**src/design/smv_pkg.sv**
```systemverilog
// shared widths, state codes and control structs for the mean and variance block
// no dependencies
`timescale 1ns / 1ps

package smv_pkg;

  localparam int SAMPLE_W  = 24;
  localparam int VAR_W     = 47;
  localparam int COUNT_W   = 17;
  localparam int SUM_W     = 41;
  localparam int SUMSQ_W   = 63;
  localparam int MAX_COUNT = 65536;
  localparam int SQ_W      = 2 * SAMPLE_W;
  localparam int NUM_W     = 2 * SUM_W;
  localparam int DEN_W     = 2 * COUNT_W;
  localparam int STEP_W    = $clog2(NUM_W + 2);

  typedef enum logic [3:0] {
    ST_IDLE,
    ST_SQUARE,
    ST_ACCUM,
    ST_PREP,
    ST_MEAN_DIV,
    ST_DEN_MUL,
    ST_SUMSQ_MUL,
    ST_SUM_MUL,
    ST_VAR_DIV,
    ST_RESULT
  } state_t;

  typedef enum logic [2:0] {
    ALU_IDLE,
    ALU_MUL_LOAD,
    ALU_MUL_STEP,
    ALU_DIV_LOAD,
    ALU_SUB_LOAD,
    ALU_DIV_STEP
  } alu_op_t;

  typedef struct packed {
    logic capture;
    logic square;
    logic add;
    logic clear;
  } acc_cmd_t;

  typedef struct packed {
    logic signed [SUM_W-1:0] sum;
    logic [SUMSQ_W-1:0]      sumsq;
    logic [COUNT_W-1:0]      count;
    logic                    ovf;
  } acc_state_t;

  typedef struct packed {
    alu_op_t          op;
    logic [NUM_W-1:0] a;
    logic [SUM_W-1:0] b;
  } alu_cmd_t;

  typedef struct packed {
    logic [NUM_W-1:0] acc;
    logic [VAR_W-1:0] quo;
    logic             sat;
    logic             neg;
  } alu_res_t;

  typedef struct packed {
    logic signed [SAMPLE_W-1:0] mean_value;
    logic [VAR_W-1:0]           variance_value;
    logic                       mean_ok;
    logic                       variance_ok;
    logic [COUNT_W-1:0]         valid_count;
    logic                       overflowed;
  } result_t;

endpackage

```
**src/design/smv_stream_if.sv**
```systemverilog
// valid/ready channel interfaces for sample requests and result requests
// depends on smv_pkg
`timescale 1ns / 1ps

interface smv_in_if;
  import smv_pkg::*;

  logic                       valid;
  logic                       ready;
  logic signed [SAMPLE_W-1:0] sample;
  logic                       is_missing;
  logic                       last;

  modport source (output valid, sample, is_missing, last, input ready);
  modport sink (input valid, sample, is_missing, last, output ready);
endinterface

interface smv_out_if;
  import smv_pkg::*;

  logic                       valid;
  logic                       ready;
  logic signed [SAMPLE_W-1:0] mean_value;
  logic [VAR_W-1:0]           variance_value;
  logic                       mean_ok;
  logic                       variance_ok;
  logic [COUNT_W-1:0]         valid_count;
  logic                       overflowed;

  modport source (output valid, mean_value, variance_value, mean_ok, variance_ok,
                  valid_count, overflowed, input ready);
  modport sink (input valid, mean_value, variance_value, mean_ok, variance_ok,
                valid_count, overflowed, output ready);
endinterface

```
**src/design/streaming_mean_variance.sv**
```systemverilog
// streaming mean and unbiased variance; each sample request steps through capture, square
// and accumulate; after a last request the shared bit-serial multiply/divide unit runs the mean
// division if any sample is valid, then three products and variance division for two or more
// one result register: the next request is taken while a result waits
// synchronous active-high reset clears the sequencer, accumulators and output valid
`timescale 1ns / 1ps

module streaming_mean_variance (
  input  logic      clk,
  input  logic      rst,
  smv_in_if.sink    in_stream,
  smv_out_if.source out_stream
);
  import smv_pkg::*;

  acc_cmd_t   acc_cmd;
  acc_state_t acc_st;
  alu_cmd_t   alu_cmd;
  alu_res_t   alu_res;
  result_t    result;
  logic       in_ready;
  logic       out_valid;

  smv_accum u_accum (
    .clk        (clk),
    .rst        (rst),
    .cmd        (acc_cmd),
    .sample     (in_stream.sample),
    .is_missing (in_stream.is_missing),
    .st         (acc_st)
  );

  smv_alu u_alu (
    .clk (clk),
    .cmd (alu_cmd),
    .res (alu_res)
  );

  smv_ctrl u_ctrl (
    .clk       (clk),
    .rst       (rst),
    .in_valid  (in_stream.valid),
    .in_last   (in_stream.last),
    .in_ready  (in_ready),
    .acc_cmd   (acc_cmd),
    .acc_st    (acc_st),
    .alu_cmd   (alu_cmd),
    .alu_res   (alu_res),
    .out_ready (out_stream.ready),
    .out_valid (out_valid),
    .result    (result)
  );

  assign in_stream.ready           = in_ready;
  assign out_stream.valid          = out_valid;
  assign out_stream.mean_value     = result.mean_value;
  assign out_stream.variance_value = result.variance_value;
  assign out_stream.mean_ok        = result.mean_ok;
  assign out_stream.variance_ok    = result.variance_ok;
  assign out_stream.valid_count    = result.valid_count;
  assign out_stream.overflowed     = result.overflowed;

endmodule

```
**src/design/smv_accum.sv**
```systemverilog
// running sum, sum of squares, valid count and overflow flag
// squares the held sample on the square command and accumulates it on the add command; depends on smv_pkg
`timescale 1ns / 1ps

module smv_accum (
  input  logic                               clk,
  input  logic                               rst,
  input  smv_pkg::acc_cmd_t                  cmd,
  input  logic signed [smv_pkg::SAMPLE_W-1:0] sample,
  input  logic                               is_missing,
  output smv_pkg::acc_state_t                st
);
  import smv_pkg::*;

  logic signed [SAMPLE_W-1:0] sample_r;
  logic                       missing_r;
  logic [SAMPLE_W-1:0]        mag;
  logic [SQ_W-1:0]            sq_r;
  logic signed [SUM_W-1:0]    sum;
  logic [SUMSQ_W-1:0]         sumsq;
  logic [COUNT_W-1:0]         count;
  logic                       ovf;

  assign mag = sample_r[SAMPLE_W-1] ? $unsigned(-sample_r) : $unsigned(sample_r);

  always_ff @(posedge clk) begin
    if (cmd.capture) begin
      sample_r  <= sample;
      missing_r <= is_missing;
    end
    if (cmd.square) begin
      sq_r <= mag * mag;
    end
  end

  always_ff @(posedge clk) begin
    if (rst || cmd.clear) begin
      sum   <= '0;
      sumsq <= '0;
      count <= '0;
      ovf   <= 1'b0;
    end else if (cmd.add && !missing_r) begin
      if (count >= COUNT_W'(MAX_COUNT)) begin
        ovf <= 1'b1;
      end else begin
        sum   <= sum + SUM_W'(sample_r);
        sumsq <= sumsq + SUMSQ_W'(sq_r);
        count <= count + 1'b1;
      end
    end
  end

  always_comb begin
    st.sum   = sum;
    st.sumsq = sumsq;
    st.count = count;
    st.ovf   = ovf;
  end

endmodule

```
**src/design/smv_alu.sv**
```systemverilog
// shared shift-add multiplier and restoring divider, one bit per cycle
// quotient saturation tracked as bits leave the top; depends on smv_pkg
`timescale 1ns / 1ps

module smv_alu (
  input  logic              clk,
  input  smv_pkg::alu_cmd_t cmd,
  output smv_pkg::alu_res_t res
);
  import smv_pkg::*;

  logic [NUM_W-1:0] acc;
  logic [NUM_W-1:0] work;
  logic [SUM_W-1:0] mplier;
  logic [DEN_W-1:0] rem;
  logic [DEN_W-1:0] den;
  logic [VAR_W-1:0] quo;
  logic             sat;
  logic             neg;
  logic [DEN_W:0]   rem_try;
  logic [DEN_W:0]   rem_sub;
  logic             fits;
  logic [NUM_W:0]   diff;

  assign rem_try = {rem, work[NUM_W-1]};
  assign fits    = rem_try >= {1'b0, den};
  assign rem_sub = rem_try - {1'b0, den};
  assign diff    = {1'b0, cmd.a} - {1'b0, acc};

  always_ff @(posedge clk) begin
    case (cmd.op)
      ALU_IDLE: begin
      end
      ALU_MUL_LOAD: begin
        acc    <= '0;
        work   <= cmd.a;
        mplier <= cmd.b;
      end
      ALU_MUL_STEP: begin
        if (mplier[0]) begin
          acc <= acc + work;
        end
        work   <= work << 1;
        mplier <= mplier >> 1;
      end
      ALU_DIV_LOAD: begin
        work <= cmd.a;
        den  <= cmd.b[DEN_W-1:0];
        rem  <= '0;
        quo  <= '0;
        sat  <= 1'b0;
        neg  <= 1'b0;
      end
      ALU_SUB_LOAD: begin
        work <= diff[NUM_W-1:0];
        neg  <= diff[NUM_W];
        den  <= cmd.b[DEN_W-1:0];
        rem  <= '0;
        quo  <= '0;
        sat  <= 1'b0;
      end
      ALU_DIV_STEP: begin
        work <= work << 1;
        rem  <= fits ? rem_sub[DEN_W-1:0] : rem_try[DEN_W-1:0];
        quo  <= {quo[VAR_W-2:0], fits};
        sat  <= sat | quo[VAR_W-1];
      end
      default: begin
      end
    endcase
  end

  always_comb begin
    res.acc = acc;
    res.quo = quo;
    res.sat = sat;
    res.neg = neg;
  end

endmodule

```
**src/design/smv_ctrl.sv**
```systemverilog
// sequencer: accumulate steps, then mean division (one or more samples), three products
// and variance division (two or more); holds the result register; depends on smv_pkg
`timescale 1ns / 1ps

module smv_ctrl (
  input  logic                clk,
  input  logic                rst,
  input  logic                in_valid,
  input  logic                in_last,
  output logic                in_ready,
  output smv_pkg::acc_cmd_t   acc_cmd,
  input  smv_pkg::acc_state_t acc_st,
  output smv_pkg::alu_cmd_t   alu_cmd,
  input  smv_pkg::alu_res_t   alu_res,
  input  logic                out_ready,
  output logic                out_valid,
  output smv_pkg::result_t    result
);
  import smv_pkg::*;

  state_t                     state;
  state_t                     state_next;
  logic [STEP_W-1:0]          step;
  logic [STEP_W-1:0]          step_next;
  logic                       last_r;
  logic signed [SAMPLE_W-1:0] mean_r;
  logic [VAR_W-1:0]           var_r;
  logic [DEN_W-1:0]           den_r;
  logic [NUM_W-1:0]           prod_r;
  logic                       sum_neg;
  logic [SUM_W-1:0]           sum_mag;
  logic [SUM_W-1:0]           count_ext;
  logic [SAMPLE_W-1:0]        quo_low;
  logic                       accept;
  logic                       out_free;
  logic                       div_end;
  logic                       mul_end;

  assign accept    = in_valid && in_ready;
  assign out_free  = !out_valid || out_ready;
  assign sum_neg   = acc_st.sum[SUM_W-1];
  assign sum_mag   = sum_neg ? $unsigned(-acc_st.sum) : $unsigned(acc_st.sum);
  assign count_ext = SUM_W'(acc_st.count);
  assign quo_low   = alu_res.quo[SAMPLE_W-1:0];
  assign div_end   = (step == STEP_W'(NUM_W + 1));
  assign mul_end   = (step == STEP_W'(SUM_W + 1));

  always_comb begin
    state_next = state;
    step_next  = step;
    case (state)
      ST_IDLE: begin
        if (accept) begin
          state_next = ST_SQUARE;
        end
      end
      ST_SQUARE: begin
        state_next = ST_ACCUM;
      end
      ST_ACCUM: begin
        state_next = last_r ? ST_PREP : ST_IDLE;
      end
      ST_PREP: begin
        step_next  = '0;
        state_next = (acc_st.count == '0) ? ST_RESULT : ST_MEAN_DIV;
      end
      ST_MEAN_DIV: begin
        if (div_end) begin
          step_next  = '0;
          state_next = (acc_st.count >= COUNT_W'(2)) ? ST_DEN_MUL : ST_RESULT;
        end else begin
          step_next = step + 1'b1;
        end
      end
      ST_DEN_MUL: begin
        if (mul_end) begin
          step_next  = '0;
          state_next = ST_SUMSQ_MUL;
        end else begin
          step_next = step + 1'b1;
        end
      end
      ST_SUMSQ_MUL: begin
        if (mul_end) begin
          step_next  = '0;
          state_next = ST_SUM_MUL;
        end else begin
          step_next = step + 1'b1;
        end
      end
      ST_SUM_MUL: begin
        if (mul_end) begin
          step_next  = '0;
          state_next = ST_VAR_DIV;
        end else begin
          step_next = step + 1'b1;
        end
      end
      ST_VAR_DIV: begin
        if (div_end) begin
          step_next  = '0;
          state_next = ST_RESULT;
        end else begin
          step_next = step + 1'b1;
        end
      end
      ST_RESULT: begin
        if (out_free) begin
          state_next = ST_IDLE;
        end
      end
      default: begin
        state_next = ST_IDLE;
      end
    endcase
  end

  always_comb begin
    in_ready        = (state == ST_IDLE);
    acc_cmd.capture = accept;
    acc_cmd.square  = (state == ST_SQUARE);
    acc_cmd.add     = (state == ST_ACCUM);
    acc_cmd.clear   = (state == ST_RESULT) && out_free;
    alu_cmd.op      = ALU_IDLE;
    alu_cmd.a       = '0;
    alu_cmd.b       = '0;
    case (state)
      ST_MEAN_DIV: begin
        if (step == '0) begin
          alu_cmd.op = ALU_DIV_LOAD;
          alu_cmd.a  = NUM_W'(sum_mag);
          alu_cmd.b  = count_ext;
        end else if (!div_end) begin
          alu_cmd.op = ALU_DIV_STEP;
        end
      end
      ST_DEN_MUL: begin
        if (step == '0) begin
          alu_cmd.op = ALU_MUL_LOAD;
          alu_cmd.a  = NUM_W'(acc_st.count - 1'b1);
          alu_cmd.b  = count_ext;
        end else if (!mul_end) begin
          alu_cmd.op = ALU_MUL_STEP;
        end
      end
      ST_SUMSQ_MUL: begin
        if (step == '0) begin
          alu_cmd.op = ALU_MUL_LOAD;
          alu_cmd.a  = NUM_W'(acc_st.sumsq);
          alu_cmd.b  = count_ext;
        end else if (!mul_end) begin
          alu_cmd.op = ALU_MUL_STEP;
        end
      end
      ST_SUM_MUL: begin
        if (step == '0) begin
          alu_cmd.op = ALU_MUL_LOAD;
          alu_cmd.a  = NUM_W'(sum_mag);
          alu_cmd.b  = sum_mag;
        end else if (!mul_end) begin
          alu_cmd.op = ALU_MUL_STEP;
        end
      end
      ST_VAR_DIV: begin
        if (step == '0) begin
          alu_cmd.op = ALU_SUB_LOAD;
          alu_cmd.a  = prod_r;
          alu_cmd.b  = SUM_W'(den_r);
        end else if (!div_end) begin
          alu_cmd.op = ALU_DIV_STEP;
        end
      end
      default: begin
      end
    endcase
  end

  always_ff @(posedge clk) begin
    if (rst) begin
      state     <= ST_IDLE;
      step      <= '0;
      out_valid <= 1'b0;
    end else begin
      state <= state_next;
      step  <= step_next;
      if ((state == ST_RESULT) && out_free) begin
        out_valid <= 1'b1;
      end else if (out_ready) begin
        out_valid <= 1'b0;
      end
    end
  end

  always_ff @(posedge clk) begin
    if (accept) begin
      last_r <= in_last;
    end
    if (state == ST_PREP) begin
      mean_r <= '0;
      var_r  <= '0;
    end
    if ((state == ST_MEAN_DIV) && div_end) begin
      mean_r <= sum_neg ? $signed(-quo_low) : $signed(quo_low);
    end
    if ((state == ST_DEN_MUL) && mul_end) begin
      den_r <= alu_res.acc[DEN_W-1:0];
    end
    if ((state == ST_SUMSQ_MUL) && mul_end) begin
      prod_r <= alu_res.acc;
    end
    if ((state == ST_VAR_DIV) && div_end) begin
      var_r <= alu_res.neg ? '0 : (alu_res.sat ? '1 : alu_res.quo);
    end
    if ((state == ST_RESULT) && out_free) begin
      result.mean_value     <= mean_r;
      result.variance_value <= var_r;
      result.mean_ok        <= (acc_st.count != '0);
      result.variance_ok    <= (acc_st.count >= COUNT_W'(2));
      result.valid_count    <= acc_st.count;
      result.overflowed     <= acc_st.ovf;
    end
  end

endmodule

```
**src/flat_wrapper.sv**
```systemverilog
// flat-port wrapper written by rule: the top's interface ports become plain ports
module streaming_mean_variance_flat import smv_pkg::*;
  (clk, rst, in_stream_valid, in_stream_sample, in_stream_is_missing, in_stream_last, in_stream_ready, out_stream_valid, out_stream_mean_value, out_stream_variance_value, out_stream_mean_ok, out_stream_variance_ok, out_stream_valid_count, out_stream_overflowed, out_stream_ready);
  smv_in_if in_stream_i ();
  smv_out_if out_stream_i ();
  input  logic clk;
  input  logic rst;
  input wire logic [$bits(in_stream_i.valid)-1:0] in_stream_valid;
  input wire logic [$bits(in_stream_i.sample)-1:0] in_stream_sample;
  input wire logic [$bits(in_stream_i.is_missing)-1:0] in_stream_is_missing;
  input wire logic [$bits(in_stream_i.last)-1:0] in_stream_last;
  output wire logic [$bits(in_stream_i.ready)-1:0] in_stream_ready;
  output wire logic [$bits(out_stream_i.valid)-1:0] out_stream_valid;
  output wire logic [$bits(out_stream_i.mean_value)-1:0] out_stream_mean_value;
  output wire logic [$bits(out_stream_i.variance_value)-1:0] out_stream_variance_value;
  output wire logic [$bits(out_stream_i.mean_ok)-1:0] out_stream_mean_ok;
  output wire logic [$bits(out_stream_i.variance_ok)-1:0] out_stream_variance_ok;
  output wire logic [$bits(out_stream_i.valid_count)-1:0] out_stream_valid_count;
  output wire logic [$bits(out_stream_i.overflowed)-1:0] out_stream_overflowed;
  input wire logic [$bits(out_stream_i.ready)-1:0] out_stream_ready;
  assign in_stream_i.valid = in_stream_valid;
  assign in_stream_i.sample = in_stream_sample;
  assign in_stream_i.is_missing = in_stream_is_missing;
  assign in_stream_i.last = in_stream_last;
  assign in_stream_ready = in_stream_i.ready;
  assign out_stream_valid = out_stream_i.valid;
  assign out_stream_mean_value = out_stream_i.mean_value;
  assign out_stream_variance_value = out_stream_i.variance_value;
  assign out_stream_mean_ok = out_stream_i.mean_ok;
  assign out_stream_variance_ok = out_stream_i.variance_ok;
  assign out_stream_valid_count = out_stream_i.valid_count;
  assign out_stream_overflowed = out_stream_i.overflowed;
  assign out_stream_i.ready = out_stream_ready;
  streaming_mean_variance u_core (.clk(clk), .rst(rst), .in_stream(in_stream_i), .out_stream(out_stream_i));
endmodule
```
**config.mk**
```make
export PLATFORM = sky130hd
export DESIGN_NAME = streaming_mean_variance_flat
export DESIGN_NICKNAME = d
export VERILOG_FILES = /design/src/design/smv_pkg.sv /design/src/design/smv_stream_if.sv /design/src/design/streaming_mean_variance.sv /design/src/design/smv_accum.sv /design/src/design/smv_alu.sv /design/src/design/smv_ctrl.sv /design/src/flat_wrapper.sv
export SDC_FILE = /design/constraint.sdc
export NUM_CORES = 2
export LEC_CHECK = 0
export BUFFER_PORTS_ARGS = -buffer_cell sky130_fd_sc_hd__buf_4
export CAP_MARGIN = 20
export CORE_UTILIZATION = 50
export CTS_BUF_LIST = sky130_fd_sc_hd__clkbuf_8 sky130_fd_sc_hd__clkbuf_16
export CTS_CLUSTER_SIZE = 40
export DETAILED_ROUTE_END_ITERATION = 12
export HOLD_SLACK_MARGIN = 0.08
export PLACE_DENSITY_LB_ADDON = 0.15
export SKIP_LAST_GASP = 1
export SYNTH_ARGS = -nofsm -noshare
export SYNTH_HDL_FRONTEND = slang
export SYNTH_SLANG_ARGS = --single-unit
```
**constraint.sdc**
```tcl
create_clock -name clk -period 8.9 [get_ports clk]
set_input_delay 1.335 -clock clk [delete_from_list [all_inputs] [get_ports clk]]
set_output_delay 1.335 -clock clk [all_outputs]
set_load 0.01 [all_outputs]
```
==> reports/metrics.csv <==
stage,metric,value,unit
outcome,outcome,finished with violations,
outcome,failed_checks,negative setup slack,
critical_path,slowest_stage,or4_4,
cells_and_area,finish.net_count,7915,
logic_synthesis,ys_warn_count,0,
floorplan,boundaryPins,123,
timing,setup-violations-final,16,
place,dp_hpwl,145000,um
grt,grt_first_pass_wirelength,291500,um
critical_path,critPathMaxFanout,4,
timing,relSlewSlack,0.2426,
timing,slew_viol_final,0,
critical_path,start_kind,register,
floorplan,die_h,361.7,um
place,gp_congestion,0.9491,
grt,track_usage,0.2852,
grt,grt_pass1_vias,50432,
critical_path,reg2reg_to,u_core.u_accum.sq_r[47]$_DFFE_PP_,
critical_path,r2r_slack,-520,ps
timing,worstMarginPinSlew,1122,ps
route,drt-total-wl,185900,um
logic_synthesis,syn_avg_cell_area,9.584,sq um
timing,setup_ws,-521.5,ps
hold_path,min_delay_path_depth,0,
grt,antenna_found_initial,7,
timing,fin_worst_skew,17.50,ps
hold_path,hold_end,u_core.u_ctrl.result[33]$_DFFE_PP_,
clock_tree,clock-root-buffer,clkbuf_16,
route,drt_iter0_drc,4744,
grt,grt_util_met1,0.3872,
logic_synthesis,synth_flop_cell,edfxtp_1,
critical_path,critPathCaptureType,register,
floorplan,start_util,0.5053,
logic_synthesis,async_flop_share,0,
grt,grt_use_met3,0.03380,
critical_path,worst_path_dominant_cell_family,adder cells,
route,dr.pass1.iters,7,
logic_synthesis,ys_seq_area_frac,0.3539,
clock_tree,insertion_delay,710,ps
floorplan,core_area,128000,sq um
critical_path,required,9350,ps
critical_path,path_common_cell,fa_1,
critical_path,crit_buf_inv,7,
logic_synthesis,synth_edf_count,673,
critical_path,ff2ff_path_depth,35,
critical_path,r2r-start,u_core.u_accum.sample_r[3]$_DFFE_PP_,
cells_and_area,mostFrequentLayoutCells,"inv_1 (801), edfxtp_1 (673), nand2_1 (633), nor2_1 (511), a21oi_1 (456)",
critical_path,cp.depth,35,
cells_and_area,final_layout_size_suffix_gt1_frac,0.1051,
route,wl_per_cell,21.14,um
timing,hold_viol_final,0,
job,maxCapViolCount,0,
floorplan,die_x,361.7,um
route,routed_via_density,5.851,
timing,min_period_over_period,1.059,
route,vias,51433,
hold_path,min_from,u_core.u_ctrl.var_r[13]$_SDFFCE_PP0P_,
clock_tree,cts.path.max_buffers,3,
clock_tree,cts_made_buffers,89,
grt,grt_overflow,0,
cells_and_area,final_common_cell,inv_1,
logic_synthesis,synthDistinctLibCells,91,
grt,grt_util_met2,0.4728,
clock_tree,clock-sinks,807,
timing,rsz0062_at_grt,yes,
logic_synthesis,synth_seq_cells,807,
logic_synthesis,syn_inst,6749,
place,io_buffers,122,
floorplan,die_area,130800,sq um
timing,min_period,9422,ps
floorplan,num_rows,131,
cells_and_area,area_delta_synth_final,12.65,%
critical_path,arrival,9870,ps
timing,clock.fmax,0.1061,GHz
clock_tree,htreeDepth,3,
logic_synthesis,netlist_area,64680,sq um
critical_path,cpPeakStageDelay,550,ps
clock_tree,cts_tree,built,
hold_path,hold_class,register to register,
place,place_ws,-863.1,ps
grt,grt.busiest_layer,met2,
critical_path,setup.worst_path.class,register to register,
grt,grt_start_max_net_pins,104,
route,drc,0,
clock_tree,clk_pin_slew,60,ps
route,ant_nets,0,
kinds of logic (layout without fill, tap and decap cells):
group                    count (synthesis)  after routing  share of synthesized area
XOR/XNOR                               381            381                    0.05171
buffers and inverters                 1109           1403                    0.06477
AO/OA/AOI/OAI                         1679           1679                     0.1682
multiplexers                            46             46                   0.007157
flip-flops                             807            807                     0.3539
other                                    2             21                  0.0001161
adder cells (fa/ha/maj)                897            897                     0.2239
AND/OR/NAND/NOR                       1828           1828                     0.1302
registers in the layout (all words and copies together), names as in the netlist, 7 cells and up:
register,cells
u_core.u_alu.mplier,41
u_core.u_accum.count,17
u_core.u_alu.rem,34
u_core.u_ctrl.mean_r,24
u_core.u_accum.sample_r,24
u_core.u_accum.sum,41
u_core.u_ctrl.result,91
u_core.u_alu.den,34
u_core.u_ctrl.step,7
u_core.u_alu.acc,82
u_core.u_accum.sq_r,47
u_core.u_alu.quo,47
u_core.u_ctrl.prod_r,82
u_core.u_ctrl.var_r,47
u_core.u_ctrl.den_r,34
u_core.u_alu.work,82
u_core.u_accum.sumsq,63
synth_stat cells (16+ instances only):
| library cell | count | area [sq um] |
|---|---|---|
| a211oi_1 | 47 | 352.8 |
| a21boi_0 | 18 | 135.1 |
| a21o_1 | 221 | 1659 |
| a21oi_1 | 469 | 2347 |
| a221o_1 | 52 | 520.5 |
| a221oi_1 | 41 | 359.1 |
| a22oi_1 | 63 | 473.0 |
| a31oi_1 | 51 | 319.1 |
| and2_1 | 38 | 237.7 |
| and3_1 | 91 | 569.3 |
| buf_1 | 24 | 90.09 |
| clkbuf_1 | 261 | 979.7 |
| dfxtp_1 | 134 | 2683 |
| edfxtp_1 | 673 | 20210 |
| fa_1 | 434 | 8688 |
| ha_1 | 463 | 5793 |
| inv_1 | 802 | 3010 |
| mux2i_1 | 44 | 440.4 |
| nand2_1 | 650 | 2440 |
| nand2b_1 | 39 | 244.0 |
| nand3_1 | 103 | 515.5 |
| nand4_1 | 98 | 613.1 |
| nor2_1 | 525 | 1971 |
| nor2b_1 | 42 | 262.8 |
| nor3_1 | 86 | 430.4 |
| nor4_1 | 22 | 137.6 |
| o211ai_1 | 23 | 172.7 |
| o21a_1 | 88 | 660.6 |
| o21ai_0 | 357 | 1787 |
| o21bai_1 | 65 | 488.0 |
| o31ai_1 | 45 | 337.8 |
| o41ai_1 | 16 | 140.1 |
| or2_2 | 20 | 125.1 |
| or3_1 | 38 | 237.7 |
| or4_1 | 30 | 225.2 |
| xnor2_1 | 203 | 1778 |
| xor2_1 | 177 | 1550 |
metal layers:
metal / vias up / routed length (um)
met3: 308 / 12130
met2: 1787 / 87910
li1: 24116 / -
met5: - / 18
met4: 2 / 6281
met1: 25220 / 79520
per-stage QoR:
step	hold slack, ps	utilization	TNS (ps)	cells	area [sq um]
2_1_floorplan	400.3	-	-504.9	6766	64990
3_3_place_gp	401.4	0.5396	-7615	8585	69080
3_5_place_dp	404.5	0.5398	-10570	8586	69100
4_1_cts	417.4	0.5670	-5007	8777	72580
5_1_grt	425.4	0.5692	-13080	8789	72860
6_report	415.8	0.5692	-5179	8791	72860
cell type report:
class                   instances  area, sq um
fillers                     11283        55150
flip-flops and latches        807        22890
clock inverters                67        680.7
multi-input cells            4850        38370
clock buffers                  96         2335
inverters                     809         3045
repair buffers                431         3367
diodes                          2        5.005
well taps                    1729         2163
how the worst max path moves through the flow:
stage                                              to                                  from  slack, ps
floorplan           u_core.u_accum.sq_r[45]$_DFFE_PP_  u_core.u_accum.sample_r[3]$_DFFE_PP_       -180
global placement    u_core.u_accum.sq_r[45]$_DFFE_PP_  u_core.u_accum.sample_r[3]$_DFFE_PP_       -680
detailed placement  u_core.u_accum.sq_r[47]$_DFFE_PP_  u_core.u_accum.sample_r[3]$_DFFE_PP_       -860
CTS                 u_core.u_accum.sq_r[45]$_DFFE_PP_  u_core.u_accum.sample_r[4]$_DFFE_PP_       -550
global route        u_core.u_accum.sq_r[47]$_DFFE_PP_  u_core.u_accum.sample_r[3]$_DFFE_PP_       -900
finish              u_core.u_accum.sq_r[47]$_DFFE_PP_  u_core.u_accum.sample_r[3]$_DFFE_PP_       -520
what timing repair did:
item | in CTS | in global routing
gates cloned | 0 | 0
gates resized for setup | 65 | 48
setup buffers | 29 | 18
pin swaps | 63 | 39
hold buffers | 0 | 0
endpoints found under the setup margin | 24 | 25
Power is not shown: default switching activity piles up to over one toggle a cycle in this logic, so the estimate is an artifact.
